==> config.mk <==
export PLATFORM = sky130hd
export DESIGN_NAME = multi_slot_timer_table_unit_flat
export DESIGN_NICKNAME = d
export VERILOG_FILES = /design/src/hw/rtl/mstt_pkg.sv /design/src/hw/rtl/mstt_in_if.sv /design/src/hw/rtl/mstt_out_if.sv /design/src/hw/rtl/mstt_slot_ram.sv /design/src/hw/rtl/mstt_result_buf.sv /design/src/hw/rtl/mstt_seq.sv /design/src/hw/rtl/multi_slot_timer_table_unit.sv /design/src/flat_wrapper.sv
export SDC_FILE = /design/constraint.sdc
export NUM_CORES = 2
export LEC_CHECK = 0
export BUFFER_PORTS_ARGS = -buffer_cell sky130_fd_sc_hd__buf_2
export CAP_MARGIN = 0
export CORE_MARGIN = 3
export CORE_UTILIZATION = 57
export DETAILED_ROUTE_END_ITERATION = 16
export PLACE_DENSITY = 0.8
export SYNTH_ARGS = -nofsm -noshare
export SYNTH_HDL_FRONTEND = slang
export SYNTH_SLANG_ARGS = --single-unit
export TNS_END_PERCENT = 100
==> constraint.sdc <==
create_clock -name clk -period 9.4 [get_ports clk]
set_input_delay 0.94 -clock clk [delete_from_list [all_inputs] [get_ports clk]]
set_output_delay 0.94 -clock clk [all_outputs]
set_load 0.02 [all_outputs]
==> src/hw/rtl/mstt_pkg.sv <==
// Package for the multi-slot timer table: field widths, the operation codes,
// the slot record and the control structs passed between the sub-blocks.
// No dependencies.
package mstt_pkg;

	localparam int FUNC_W       = 3;
	localparam int ID_W         = 4;
	localparam int IVAL_W       = 32;
	localparam int ELAPSED_W    = 16;
	localparam int MAX_RESULTS  = 16;
	localparam int CNT_W        = $clog2(MAX_RESULTS + 1);
	localparam int NUM_TIMERS_DEF = 16;

	typedef enum logic [FUNC_W-1:0] {
		FN_DEFINE = 3'd0,
		FN_START  = 3'd1,
		FN_STOP   = 3'd2,
		FN_RESET  = 3'd3,
		FN_TICK   = 3'd4
	} func_t;

	// One entry of the slot memory.
	typedef struct packed {
		logic              active;
		logic              periodic;
		logic [IVAL_W-1:0] interval;
		logic [IVAL_W-1:0] remaining;
	} slot_t;

	// Fire event from the sequencer to the result buffer.
	typedef struct packed {
		logic            valid;
		logic [ID_W-1:0] id;
		logic            retired;
	} fire_t;

	// Back pressure from the result buffer to the sequencer.
	typedef struct packed {
		logic push_ok;
		logic flush_ok;
	} buf_stat_t;

endpackage

==> src/hw/rtl/mstt_in_if.sv <==
// Input channel of the timer table: one command or tick word per handshake.
// Depends on mstt_pkg.
interface mstt_in_if
	import mstt_pkg::*;
();
	logic                 valid;
	logic                 ready;
	logic [FUNC_W-1:0]    func;
	logic [ID_W-1:0]      timer_id;
	logic [IVAL_W-1:0]    interval;
	logic                 periodic;
	logic [ELAPSED_W-1:0] elapsed_ms;

	modport source (output valid, func, timer_id, interval, periodic, elapsed_ms,
		input ready);
	modport sink (input valid, func, timer_id, interval, periodic, elapsed_ms,
		output ready);
endinterface

==> src/hw/rtl/mstt_out_if.sv <==
// Result channel of the timer table: one fire word per handshake.
// Depends on mstt_pkg.
interface mstt_out_if
	import mstt_pkg::*;
();
	logic            valid;
	logic            ready;
	logic [ID_W-1:0] fired_id;
	logic            retired;
	logic            last;

	modport source (output valid, fired_id, retired, last, input ready);
	modport sink (input valid, fired_id, retired, last, output ready);
endinterface

==> src/hw/rtl/mstt_slot_ram.sv <==
// Slot memory: one synchronous read port with registered data, one write
// port, and a valid bit per entry so that unwritten slots read as zero.
// Depends on mstt_pkg.
module mstt_slot_ram
	import mstt_pkg::*;
#(
	parameter int NUM_TIMERS = NUM_TIMERS_DEF,
	parameter int IW = (NUM_TIMERS > 1) ? $clog2(NUM_TIMERS) : 1
) (
	input  logic          clk,
	input  logic          arst_n,
	input  logic          rd_en,
	input  logic [IW-1:0] rd_addr,
	output slot_t         rd_data,
	input  logic          wr_en,
	input  logic [IW-1:0] wr_addr,
	input  slot_t         wr_data
);

	slot_t mem [NUM_TIMERS];
	logic  [NUM_TIMERS-1:0] vld_q;
	slot_t rd_q;
	logic  rd_vld_q;

	always_ff @(posedge clk) begin
		if (wr_en) begin
			mem[wr_addr] <= wr_data;
		end
		if (rd_en) begin
			rd_q <= mem[rd_addr];
		end
	end

	always_ff @(posedge clk or negedge arst_n) begin
		if (!arst_n) begin
			vld_q    <= '0;
			rd_vld_q <= 1'b0;
		end else begin
			if (wr_en) begin
				vld_q[wr_addr] <= 1'b1;
			end
			if (rd_en) begin
				rd_vld_q <= vld_q[rd_addr];
			end
		end
	end

	// An entry never written since reset reads as the all-zero reset value.
	assign rd_data = rd_vld_q ? rd_q : '0;

endmodule

==> src/hw/rtl/mstt_result_buf.sv <==
// Result buffer: holds one fire word back until the next one (or the end of
// the tick) shows whether it is the last, then drives the output register.
// Depends on mstt_pkg and mstt_out_if.
module mstt_result_buf
	import mstt_pkg::*;
(
	input  logic       clk,
	input  logic       arst_n,
	input  fire_t      fire,
	input  logic       flush,
	output buf_stat_t  stat,
	mstt_out_if.source result
);

	logic            out_v_q;
	logic [ID_W-1:0] out_id_q;
	logic            out_ret_q;
	logic            out_last_q;
	logic            pend_v_q;
	logic [ID_W-1:0] pend_id_q;
	logic            pend_ret_q;
	logic            out_free;
	logic            do_push;
	logic            do_flush;

	assign out_free      = !out_v_q || result.ready;
	assign stat.push_ok  = !pend_v_q || out_free;
	assign stat.flush_ok = !pend_v_q || out_free;
	assign do_push       = fire.valid && stat.push_ok;
	assign do_flush      = flush && pend_v_q && out_free;

	always_ff @(posedge clk or negedge arst_n) begin
		if (!arst_n) begin
			out_v_q  <= 1'b0;
			pend_v_q <= 1'b0;
		end else begin
			if (out_free) begin
				out_v_q <= (do_push && pend_v_q) || do_flush;
			end
			if (do_push) begin
				pend_v_q <= 1'b1;
			end else if (do_flush) begin
				pend_v_q <= 1'b0;
			end
		end
	end

	always_ff @(posedge clk) begin
		if ((do_push && pend_v_q) || do_flush) begin
			out_id_q   <= pend_id_q;
			out_ret_q  <= pend_ret_q;
			out_last_q <= do_flush;
		end
		if (do_push) begin
			pend_id_q  <= fire.id;
			pend_ret_q <= fire.retired;
		end
	end

	assign result.valid    = out_v_q;
	assign result.fired_id = out_id_q;
	assign result.retired  = out_ret_q;
	assign result.last     = out_last_q;

endmodule

==> src/hw/rtl/mstt_seq.sv <==
// Sequencer: takes input words, runs the read-modify-write of one slot per
// command and the slot-by-slot scan of a tick. Depends on mstt_pkg, mstt_in_if.
module mstt_seq
	import mstt_pkg::*;
#(
	parameter int NUM_TIMERS = NUM_TIMERS_DEF,
	parameter int IW = (NUM_TIMERS > 1) ? $clog2(NUM_TIMERS) : 1
) (
	input  logic          clk,
	input  logic          arst_n,
	mstt_in_if.sink       item,
	output logic          rd_en,
	output logic [IW-1:0] rd_addr,
	input  slot_t         rd_data,
	output logic          wr_en,
	output logic [IW-1:0] wr_addr,
	output slot_t         wr_data,
	output fire_t         fire,
	output logic          flush,
	input  buf_stat_t     stat
);

	typedef enum logic [1:0] {
		ST_IDLE,
		ST_CMD,
		ST_SCAN,
		ST_FLUSH
	} state_t;

	localparam logic [IW-1:0] LAST_IDX = IW'(NUM_TIMERS - 1);

	state_t               st_q;
	func_t                op_q;
	logic [IW-1:0]        id_q;
	logic [IVAL_W-1:0]    ival_q;
	logic                 per_q;
	logic [ELAPSED_W-1:0] elapsed_q;
	logic [IW-1:0]        nxt_q;
	logic                 more_q;
	logic                 s1_v_q;
	logic [IW-1:0]        idx_s1;
	logic [CNT_W-1:0]     cnt_q;

	logic              acc;
	logic              is_cmd;
	logic              id_ok;
	logic [IVAL_W-1:0] elapsed_x;
	logic [IVAL_W-1:0] rem_dec;
	logic              fire_s1;
	logic              emit_s1;
	logic              adv;
	slot_t             tick_word;
	slot_t             cmd_word;

	assign item.ready = (st_q == ST_IDLE);
	assign acc        = item.valid && item.ready;
	assign is_cmd     = (item.func == FN_DEFINE) || (item.func == FN_START) ||
		(item.func == FN_STOP) || (item.func == FN_RESET);
	assign id_ok      = 32'(item.timer_id) < 32'(NUM_TIMERS);

	// Tick update of the slot whose data has just come back from memory.
	assign elapsed_x = IVAL_W'(elapsed_q);
	assign rem_dec   = (rd_data.remaining < elapsed_x) ? '0 : rd_data.remaining - elapsed_x;
	assign fire_s1   = s1_v_q && rd_data.active && (rem_dec == '0);
	assign emit_s1   = fire_s1 && (cnt_q < CNT_W'(MAX_RESULTS));
	assign adv       = !s1_v_q || !emit_s1 || stat.push_ok;

	always_comb begin
		tick_word = rd_data;
		tick_word.remaining = rem_dec;
		if (fire_s1) begin
			if (rd_data.periodic) begin
				tick_word.remaining = rd_data.interval;
			end else begin
				tick_word.active = 1'b0;
			end
		end
	end

	always_comb begin
		cmd_word = rd_data;
		case (op_q)
			FN_DEFINE: begin
				cmd_word.interval  = ival_q;
				cmd_word.remaining = ival_q;
				cmd_word.periodic  = per_q;
				cmd_word.active    = 1'b0;
			end
			FN_START: begin
				cmd_word.active = 1'b1;
			end
			FN_STOP: begin
				cmd_word.active = 1'b0;
			end
			FN_RESET: begin
				cmd_word.interval  = ival_q;
				cmd_word.remaining = ival_q;
				cmd_word.active    = 1'b1;
			end
			default: begin
				cmd_word = rd_data;
			end
		endcase
	end

	always_comb begin
		rd_en   = 1'b0;
		rd_addr = nxt_q;
		wr_en   = 1'b0;
		wr_addr = idx_s1;
		wr_data = tick_word;
		flush   = 1'b0;
		case (st_q)
			ST_IDLE: begin
				rd_en   = acc && is_cmd && id_ok;
				rd_addr = IW'(item.timer_id);
			end
			ST_CMD: begin
				wr_en   = 1'b1;
				wr_addr = id_q;
				wr_data = cmd_word;
			end
			ST_SCAN: begin
				rd_en = adv && more_q;
				wr_en = s1_v_q && adv && rd_data.active;
			end
			ST_FLUSH: begin
				flush = 1'b1;
			end
			default: begin
				rd_en = 1'b0;
			end
		endcase
	end

	assign fire.valid   = (st_q == ST_SCAN) && emit_s1;
	assign fire.id      = ID_W'(idx_s1);
	assign fire.retired = !rd_data.periodic;

	always_ff @(posedge clk or negedge arst_n) begin
		if (!arst_n) begin
			st_q      <= ST_IDLE;
			op_q      <= FN_DEFINE;
			id_q      <= '0;
			ival_q    <= '0;
			per_q     <= 1'b0;
			elapsed_q <= '0;
			nxt_q     <= '0;
			more_q    <= 1'b0;
			s1_v_q    <= 1'b0;
			idx_s1    <= '0;
			cnt_q     <= '0;
		end else begin
			case (st_q)
				ST_IDLE: begin
					if (acc) begin
						op_q      <= func_t'(item.func);
						id_q      <= IW'(item.timer_id);
						ival_q    <= item.interval;
						per_q     <= item.periodic;
						elapsed_q <= item.elapsed_ms;
						if (item.func == FN_TICK) begin
							st_q   <= ST_SCAN;
							nxt_q  <= '0;
							more_q <= 1'b1;
							s1_v_q <= 1'b0;
							cnt_q  <= '0;
						end else if (is_cmd && id_ok) begin
							st_q <= ST_CMD;
						end
					end
				end
				ST_CMD: begin
					st_q <= ST_IDLE;
				end
				ST_SCAN: begin
					if (adv) begin
						s1_v_q <= more_q;
						idx_s1 <= nxt_q;
						if (more_q) begin
							if (nxt_q == LAST_IDX) begin
								more_q <= 1'b0;
							end else begin
								nxt_q <= nxt_q + 1'b1;
							end
						end else begin
							st_q <= ST_FLUSH;
						end
						if (emit_s1) begin
							cnt_q <= cnt_q + 1'b1;
						end
					end
				end
				ST_FLUSH: begin
					if (stat.flush_ok) begin
						st_q <= ST_IDLE;
					end
				end
				default: begin
					st_q <= ST_IDLE;
				end
			endcase
		end
	end

endmodule

==> src/hw/rtl/multi_slot_timer_table_unit.sv <==
// Top level of the multi-slot timer table: slot memory, sequencer and
// result buffer. Depends on mstt_pkg, mstt_in_if, mstt_out_if and the
// mstt_slot_ram, mstt_result_buf and mstt_seq modules.
//
// Usage: the item channel takes one word per handshake. A word either edits
// one timer slot (define, start, stop, reset with a new interval) or is a
// tick that advances every active slot by elapsed_ms. A tick produces one
// result word for each active slot that reaches zero, up to MAX_RESULTS, in
// ascending slot order, last set on the final one; other words produce nothing.
//
// Operation: a slot edit is a read of the slot memory followed by a write,
// after which the block is ready again. A tick streams the slot memory at
// one slot per cycle through its single read port, pausing while the
// result buffer cannot take a firing slot's result. Words with an unknown
// function or a slot id beyond the table are accepted and change nothing.
//
// Reset clears the control state and the per-slot valid bits; every slot
// then reads as zero (inactive, one-shot, zero interval) with no clearing
// pass, so the block takes words right after reset. When the result
// receiver stalls, the output register and one held-back result fill up and
// the tick scan pauses on the slot that fires next; a stall drops no result.
module multi_slot_timer_table_unit
	import mstt_pkg::*;
#(
	parameter int NUM_TIMERS = NUM_TIMERS_DEF
) (
	input  logic       clk,
	input  logic       arst_n,
	mstt_in_if.sink    item,
	mstt_out_if.source result
);

	localparam int IW = (NUM_TIMERS > 1) ? $clog2(NUM_TIMERS) : 1;

	logic          rd_en;
	logic [IW-1:0] rd_addr;
	slot_t         rd_data;
	logic          wr_en;
	logic [IW-1:0] wr_addr;
	slot_t         wr_data;
	fire_t         fire;
	logic          flush;
	buf_stat_t     stat;

	// Slot state: interval, remaining time and flags, one entry per timer.
	mstt_slot_ram #(
		.NUM_TIMERS(NUM_TIMERS),
		.IW        (IW)
	) u_ram (
		.clk    (clk),
		.arst_n (arst_n),
		.rd_en  (rd_en),
		.rd_addr(rd_addr),
		.rd_data(rd_data),
		.wr_en  (wr_en),
		.wr_addr(wr_addr),
		.wr_data(wr_data)
	);

	// Command decode, slot edits and the tick scan.
	mstt_seq #(
		.NUM_TIMERS(NUM_TIMERS),
		.IW        (IW)
	) u_seq (
		.clk    (clk),
		.arst_n (arst_n),
		.item   (item),
		.rd_en  (rd_en),
		.rd_addr(rd_addr),
		.rd_data(rd_data),
		.wr_en  (wr_en),
		.wr_addr(wr_addr),
		.wr_data(wr_data),
		.fire   (fire),
		.flush  (flush),
		.stat   (stat)
	);

	// Holds one result back so that the last flag can be set correctly.
	mstt_result_buf u_buf (
		.clk   (clk),
		.arst_n(arst_n),
		.fire  (fire),
		.flush (flush),
		.stat  (stat),
		.result(result)
	);

endmodule
==> src/flat_wrapper.sv <==
// flat-port wrapper written by rule: the top's interface ports become plain ports
module multi_slot_timer_table_unit_flat import mstt_pkg::*;
#(
	parameter int NUM_TIMERS = NUM_TIMERS_DEF
)
  (clk, arst_n, item_valid, item_func, item_timer_id, item_interval, item_periodic, item_elapsed_ms, item_ready, result_valid, result_fired_id, result_retired, result_last, result_ready);
  mstt_in_if item_i ();
  mstt_out_if result_i ();
  input  logic clk;
  input  logic arst_n;
  input wire logic [$bits(item_i.valid)-1:0] item_valid;
  input wire logic [$bits(item_i.func)-1:0] item_func;
  input wire logic [$bits(item_i.timer_id)-1:0] item_timer_id;
  input wire logic [$bits(item_i.interval)-1:0] item_interval;
  input wire logic [$bits(item_i.periodic)-1:0] item_periodic;
  input wire logic [$bits(item_i.elapsed_ms)-1:0] item_elapsed_ms;
  output wire logic [$bits(item_i.ready)-1:0] item_ready;
  output wire logic [$bits(result_i.valid)-1:0] result_valid;
  output wire logic [$bits(result_i.fired_id)-1:0] result_fired_id;
  output wire logic [$bits(result_i.retired)-1:0] result_retired;
  output wire logic [$bits(result_i.last)-1:0] result_last;
  input wire logic [$bits(result_i.ready)-1:0] result_ready;
  assign item_i.valid = item_valid;
  assign item_i.func = item_func;
  assign item_i.timer_id = item_timer_id;
  assign item_i.interval = item_interval;
  assign item_i.periodic = item_periodic;
  assign item_i.elapsed_ms = item_elapsed_ms;
  assign item_ready = item_i.ready;
  assign result_valid = result_i.valid;
  assign result_fired_id = result_i.fired_id;
  assign result_retired = result_i.retired;
  assign result_last = result_i.last;
  assign result_i.ready = result_ready;
  multi_slot_timer_table_unit #(.NUM_TIMERS(NUM_TIMERS)) u_core (.clk(clk), .arst_n(arst_n), .item(item_i), .result(result_i));
endmodule
## Yosys cells after proc, flatten, opt, wreduce, memory -nomap -nowiden

Memory sizes are Yosys's and may differ from the RTL's. A register that Yosys moved wholly into a read port is not among the register bits.
Cells that the tools add are included.

| word-level totals | value |
|---|---|
| register bits | 103 |
| memories | 1 |
| memory bits (writable) | 1056 |
| input bits | 60 |
| logic and storage cells | 143 |
| output and inout port bits | 8 |

| operators by class | value |
|---|---|
| bitwise gates (word level) | 1 |
| $lt $le $gt $ge | 5 |
| $add $sub $neg | 3 |
| equality and inequality tests | 20 |
| reductions and logical operators | 42 |
| muxes and demuxes | 51 |

Memory list:

| name | words | width | read ports | clocked after Yosys merged registers in | wr ports | line | source |
|---|---|---|---|---|---|---|---|
| u_core.u_ram.mem | 16 | 66 | 1 | 1 | 1 | mstt_slot_ram.sv:20 | `slot_t mem [NUM_TIMERS];` |

Operators by type and width:

| operator | number |
|---|---|
| $mux W66 | 2 |
| $mux W32 | 3 |
| $mux W64 | 1 |
| $logic_not A32 Y1 | 1 |
| $lt A32 B16 Y1 | 1 |
| $sub A32 B16 Y32 | 1 |
| $mux W4 | 7 |
| $mux W5 | 4 |
| $mux W1 | 18 |
| $or A16 B16 Y16 | 1 |
| $logic_and A1 B1 Y1 | 14 |
| $eq A3 B2 Y1 const B | 4 |
| $mux W2 | 6 |
| $ne A2 B2 Y1 const B | 6 |
| $lt A4 B5 Y1 const B | 2 |
| $pmux W1 S2 | 5 |
| $pmux W5 S2 | 1 |
| $reduce_and A5 Y1 | 2 |
| $logic_or A1 B1 Y1 | 8 |
| $pmux W2 S4 | 1 |
| $pmux W4 S2 | 1 |
| $eq A3 B1 Y1 const B | 2 |
| $logic_not A3 Y1 | 2 |
| $reduce_and A6 Y1 | 1 |
| other kinds (18) | 28 |

## Depth between registers and ports, before layout

| logic depth | value |
|---|---|
| word-level depth | 14 |
| gate-level depth with buffers | 20 |
| depth with buffers taken out | 14 |

## Hierarchy

Synthesis repeated with hierarchy kept, for this count alone.

| unflattened totals | value |
|---|---|
| cells, all modules | 2430 |
| area, all modules | 49565.0 sq um |

Modules (own cells, without submodules):

| module | instances | seq. area each (sq um) | area each (sq um) | cells each |
|---|---|---|---|---|
| mstt_slot_ram | 1 | 34117.7 | 42949.9 | 1664 |
| mstt_seq | 1 | 1826.8 | 6163.4 | 741 |
| mstt_result_buf | 1 | 380.4 | 451.7 | 25 |

## Worst setup path after synthesis

OpenSTA, ideal clock, no wires.

| path | value |
|---|---|
| path kind | reg-to-reg |
| start point | register u_core.u_ram.rd_vld_q |
| end point | register u_core.u_ram.rd_vld_q |
| path buffers | 5 |
| required time | 9.310 ns |
| clock period less this slack | 9.834 ns |
| path slack | -0.434 ns |
| data arrival time | 9.744 ns |
| cell stages (with the launch flop) | 19 |
| library setup time | 0.090 ns |
| path through | dfrtp_1 > clkbuf_1 > clkbuf_1 > clkbuf_1 > clkbuf_1 > and2_1 > ha_1 > clkbuf_1 > nand2_1 > or2_2 > and3_1 > o21a_1 > o31ai_2 > o21bai_1 > a22oi_1 > or2_2 > nor2_1 > o32ai_1 > mux2_2 |

| between the ends | value |
|---|---|
| word-level cells in the longest chain between the ends | 11 |
| elaborated cells on any way between the ends | 13 |
| classes of those cells | add/sub: 1; order compare: 1; mux: 3; reduce/logical: 8 |

Ends and longest elaborated chain:

| item | line | source |
|---|---|---|
| from (decl) | mstt_slot_ram.sv:23 | `logic rd_vld_q;` |
| from (signal assigned) | mstt_slot_ram.sv:43 | `rd_vld_q <= vld_q[rd_addr];` |
| $mux W66 (*) | mstt_slot_ram.sv:49 | `assign rd_data = rd_vld_q ? rd_q : '0;` |
| $sub A32 B16 Y32 / $lt A32 B16 Y1 (equally long branches) | mstt_seq.sv:63 | `assign rem_dec = (rd_data.remaining < elapsed_x) ? '0 : rd_data.remaining - elapsed_x;` |
| $mux W32 | mstt_seq.sv:63 |  |
| $logic_not A32 Y1 | mstt_seq.sv:64 | `assign fire_s1 = s1_v_q && rd_data.active && (rem_dec == '0);` |
| $logic_and A1 B1 Y1 (*) | mstt_seq.sv:64 |  |
| $logic_and A1 B1 Y1 (*) | mstt_seq.sv:65 | `assign emit_s1 = fire_s1 && (cnt_q < CNT_W'(MAX_RESULTS));` |
| $logic_not A1 Y1 (*) | mstt_seq.sv:66 | `assign adv = !s1_v_q \|\| !emit_s1 \|\| stat.push_ok;` |
| $logic_or A1 B1 Y1 (*) (2 in series) | mstt_seq.sv:66 |  |
| $logic_and A1 B1 Y1 (*) | mstt_seq.sv:124 | `rd_en = adv && more_q;` |
| $pmux W1 S2 (*) | mstt_seq.sv:113 | `case (st_q)` |
| named net u_core.rd_en | multi_slot_timer_table_unit.sv:35 | `logic rd_en;` |

The timed path passes the listed nets; every way through them passes the cells marked *.
A chain may end at the register's enable or synchronous reset.

## Final worst setup path

| path | value |
|---|---|
| start point | register u_core.u_ram.rd_vld_q |
| end point | memory u_core.u_ram.mem[6][11] (netlist bit), enable pin |

| between the ends | value |
|---|---|
| word-level cells in the longest chain between the ends | 14 |
| elaborated cells on any way between the ends | 16 |
| classes of those cells | add/sub: 1; order compare: 1; mux: 5; reduce/logical: 9 |

Ends and longest elaborated chain:

| item | line | source |
|---|---|---|
| $mux W66 (*) | mstt_slot_ram.sv:49 |  |
| $sub A32 B16 Y32 / $lt A32 B16 Y1 (equally long branches) | mstt_seq.sv:63 |  |
| $mux W32 | mstt_seq.sv:63 |  |
| $logic_not A32 Y1 | mstt_seq.sv:64 |  |
| $logic_and A1 B1 Y1 | mstt_seq.sv:64 |  |
| $logic_and A1 B1 Y1 | mstt_seq.sv:65 |  |
| $logic_not A1 Y1 | mstt_seq.sv:66 |  |
| $logic_or A1 B1 Y1 (2 in series) | mstt_seq.sv:66 |  |
| $logic_and A1 B1 Y1 | mstt_seq.sv:125 | `wr_en = s1_v_q && adv && rd_data.active;` |
| $logic_and A1 B1 Y1 (*) | mstt_seq.sv:125 |  |
| $pmux W1 S2 (*) | mstt_seq.sv:113 |  |
| $mux W1 (*) | mstt_slot_ram.sv:26 | `if (wr_en) begin` |
| $mux W1 (implied by the code) (*) | mstt_slot_ram.sv:27 | `mem[wr_addr] <= wr_data;` |
| to (decl) | mstt_slot_ram.sv:20 |  |

Every way passes the cells marked *; elsewhere a longest branch is shown, timed or not.

==> results.json <==
{
  "outcome": "complete, no violations",
  "cts_root_buf": "clkbuf_16",
  "layout_min_cycle_time_ps": 6460,
  "initial_utilization_pct": 58.1,
  "maxCapViolCount": 0,
  "timing.critical_path.buf_inv": 3,
  "cpMostUsedCell": "nor2_1",
  "slew_headroom_pct": 13.0,
  "startpoint_type": "flip-flop",
  "skew_ps": 68.8,
  "die_h_microns": 302,
  "drive_gt1_share_pct": 22.4,
  "synth-async-reset-ratio_pct": 7.51,
  "power-per-cell-area_nw_per_um2": 386,
  "num_rows": 107,
  "antenna_found_initial": 3,
  "track_usage_pct": 29.6,
  "critical_path_class": "reg -> reg",
  "num_io_pins": 68,
  "cpLargestDelayFamily": "simple AND/OR/NAND/NOR gates",
  "grt_pass1_wl_microns": 196000,
  "fin_crit_sh_pct": 68.7,
  "routedWlPerCell_microns": 33.0,
  "synthFlopType": "edfxtp_1",
  "htreeDepth": 3,
  "clk_latency_ps": 710,
  "gr-total-overflow": 0,
  "dieArea_sq_um": 91200,
  "vdd_drop_max_mv": 0.286,
  "cp.required_ps": 9710,
  "finalWirelength_microns": 134000,
  "yosys.area.top_type_share_pct": 68.2,
  "viasPerCell": 6.98,
  "post_cts_resized": 0,
  "ys_seq_area_share_pct": 72.8,
  "fp.coreArea_sq_um": 85900,
  "synth_edf_count": 1133,
  "synth_warnings": 0,
  "drcViolationCount": 0,
  "finalHoldViolations": 0,
  "synthesis.nets": 2820,
  "yosys_register_bits": 1225,
  "fp.dieW_microns": 302,
  "synth.distinct_cells": 75,
  "fin_setup_tns_ps": 0,
  "post_cts.repair.setup_buffers": 0,
  "layout.nets": 2887,
  "dp_hpwl_microns": 76500,
  "route.antenna.remaining_nets": 0,
  "clock.fmax_mhz": 155,
  "port_buffers": 67,
  "report.final.slew_viol_count": 0,
  "setup_viol": 0,
  "slowest_stage": "and4_4",
  "clock-sinks": 1225,
  "totalPowerFinal_w": 0.0214,
  "cts_made_buffers": 114,
  "grt_pass1_vias": 28045,
  "tightestPinTransition_ps": 1300,
  "cts_hold_buf": 0,
  "gp_congestion": 0.919,
  "syn_inst": 2735,
  "r2r_start": "u_core.u_ram.rd_vld_q",
  "avgSynthCellArea_sq_um": 18.3,
  "crit_chain": "buf_4, and2_1, ha_1, nand2_1, nor2_1, nor2_1, a21boi_0, o311ai_0, nor2_1, nand4_1, or4_1, nor2_1, o311ai_2, buf_4, and4_4, buf_4",
  "reg2reg_depth": 16,
  "vias": 28248,
  "drt_pass1_iterations": 10,
  "hp-class": "in -> async",
  "synthTopCellsByArea": "edfxtp_1, mux4_2, dfrtp_1, nand2_1, mux2_2",
  "yosysTopAreaCell": "edfxtp_1",
  "clk_pin_slew_ps": 60,
  "r2r-end": "u_core.u_ram.mem[6][11]",
  "critPathArrivalTime_ps": 6770,
  "critPathMaxStageDelay_ps": 840,
  "grt_max_degree": 142,
  "nFillCells": 5502,
  "drt_iter0_drc": 4462,
  "p_leak_nw": 18.5,
  "endpoint_kind": "flip-flop",
  "synth.cell_area_sq_um": 49900,
  "rsz0062_at_grt": "false",
  "critPathMaxFanout": 44,
  "clock_path_buffers": 3,
  "cts_tree": "yes",
  "ff2ff_setup_slack_ps": 2940,
  "syn_to_final_growth_pct": 10.9
}
## worst register-to-register path, delay by kind of cell (launching register included)
family	cells	cell delay (ps)
compound gates	3	1300
flops	1	540
simple gates	9	2420
buf+inv	3	1440
fa+ha+maj	1	330
## flip-flops by register name, summed over array words and instances (netlist names), 2 cells and up
signal                        flops
u_core.u_seq.ival_q              32
u_core.u_seq.cnt_q                5
u_core.u_ram.vld_q               16
u_core.u_seq.op_q                 3
u_core.u_buf.pend_id_q            4
u_core.u_seq.elapsed_q           16
u_core.u_ram.rd_q                66
u_core.u_buf.result.fired_id      4
u_core.u_ram.mem               1056
u_core.u_seq.st_q                 2
u_core.u_seq.idx_s1               4
u_core.u_seq.id_q                 4
u_core.u_seq.nxt_q                4
## power breakdown
| part | switching (W) | leakage [nW] | internal (W) |
|---|---|---|---|
| registers | 0.000610 | 11.5 | 0.00832 |
| logic | 0.00539 | 5.21 | 0.00245 |
| clock network | 0.00204 | 1.81 | 0.00256 |
| total | 0.00804 | 18.5 | 0.0133 |
## worst max path at each step
stage                               start  slack (ps)                       to  depth (start not counted)
finish              u_core.u_ram.rd_vld_q        2940  u_core.u_ram.mem[6][11]                         16
detailed placement  u_core.u_ram.rd_vld_q        3160  u_core.u_ram.mem[14][9]                         16
global route        u_core.u_ram.rd_vld_q        2650   u_core.u_ram.mem[6][9]                         16
floorplan           u_core.u_ram.rd_vld_q        2150    u_core.u_ram.rd_vld_q                         18
global placement    u_core.u_ram.rd_vld_q        3320   u_core.u_ram.mem[6][9]                         15
CTS                 u_core.u_ram.rd_vld_q        3070   u_core.u_ram.mem[6][9]                         16
## layer usage
layer / GRT usage [%] / routed length, microns
met4: 8.21 / 3930
met2: 45.3 / 62200
met5: 0 / 29
met3: 7.89 / 18800
met1: 43.0 / 48600
## cell usage after synthesis, drive strengths merged, types with 11 or more instances
cell type	n
clkbuf	118
or3	11
inv	33
a22o	34
ha	24
nand2	231
buf	39
and2	89
a41o	17
nor3	23
nor2	55
dfrtp	92
a21o	12
edfxtp	1133
a211oi	74
mux2	64
nand3	48
nand4	11
a31oi	72
a222oi	20
o21ai	42
mux4	265
or4	11
and4	16
a21oi	37
mux2i	14
xnor2	12
## logic make-up after synthesis
logic type,count (synthesis),share of synthesized area [%]
xor gates and xnor gates,18,0.316
and+or+nand+nor,535,5.26
DFF,1225,72.8
adders and majority gates,25,0.642
muxes,343,13.7
AOI/OAI and AO/OA,398,5.87
buffers and inverters,191,1.46
## cells in the final DEF (no fill, tap or decap), types with 33 or more instances in the layout
master / Yosys / layout
buf_4: 0 / 37
clkbuf_16: 0 / 115
a21oi_1: 37 / 37
nand2_1: 231 / 230
dfrtp_1: 92 / 91
edfxtp_1: 1133 / 1133
mux2_2: 64 / 63
o21ai_0: 38 / 38
mux4_2: 265 / 265
a22o_1: 34 / 34
nor2_1: 55 / 51
nand3_1: 48 / 48
buf_2: 5 / 66
inv_1: 33 / 33
a31oi_1: 72 / 72
a211oi_1: 74 / 74
and2_1: 89 / 89
## area by class of cell
| cell class | instances | area [sq um] | area share [%] |
|---|---|---|---|
| clock inverters | 77 | 773 | 1.40 |
| clock buffers | 137 | 2960 | 5.35 |
| well taps | 1144 | 1430 | 2.59 |
| multi-input cells | 1319 | 13000 | 23.5 |
| flip-flops and latches | 1225 | 36300 | 65.6 |
| repair buffers | 108 | 708 | 1.28 |
| inverters | 34 | 128 | 0.231 |
| diodes | 1 | 2.50 | 0.00452 |
## per-stage QoR
stage / util [%] / cell area, sq um / std cells / hold slack (ps) / worst slack [ps]
floorplan: - / 49900 / 2735 / 400 / 2150
global placement: 60.0 / 51600 / 3830 / 404 / 3320
detailed placement: 60.0 / 51600 / 3830 / 407 / 3160
CTS: 64.4 / 55300 / 4044 / 227 / 3070
global route: 64.4 / 55300 / 4044 / 249 / 2650
finish: 64.4 / 55300 / 4045 / 253 / 2940
(Power assumes the default switching activity.)
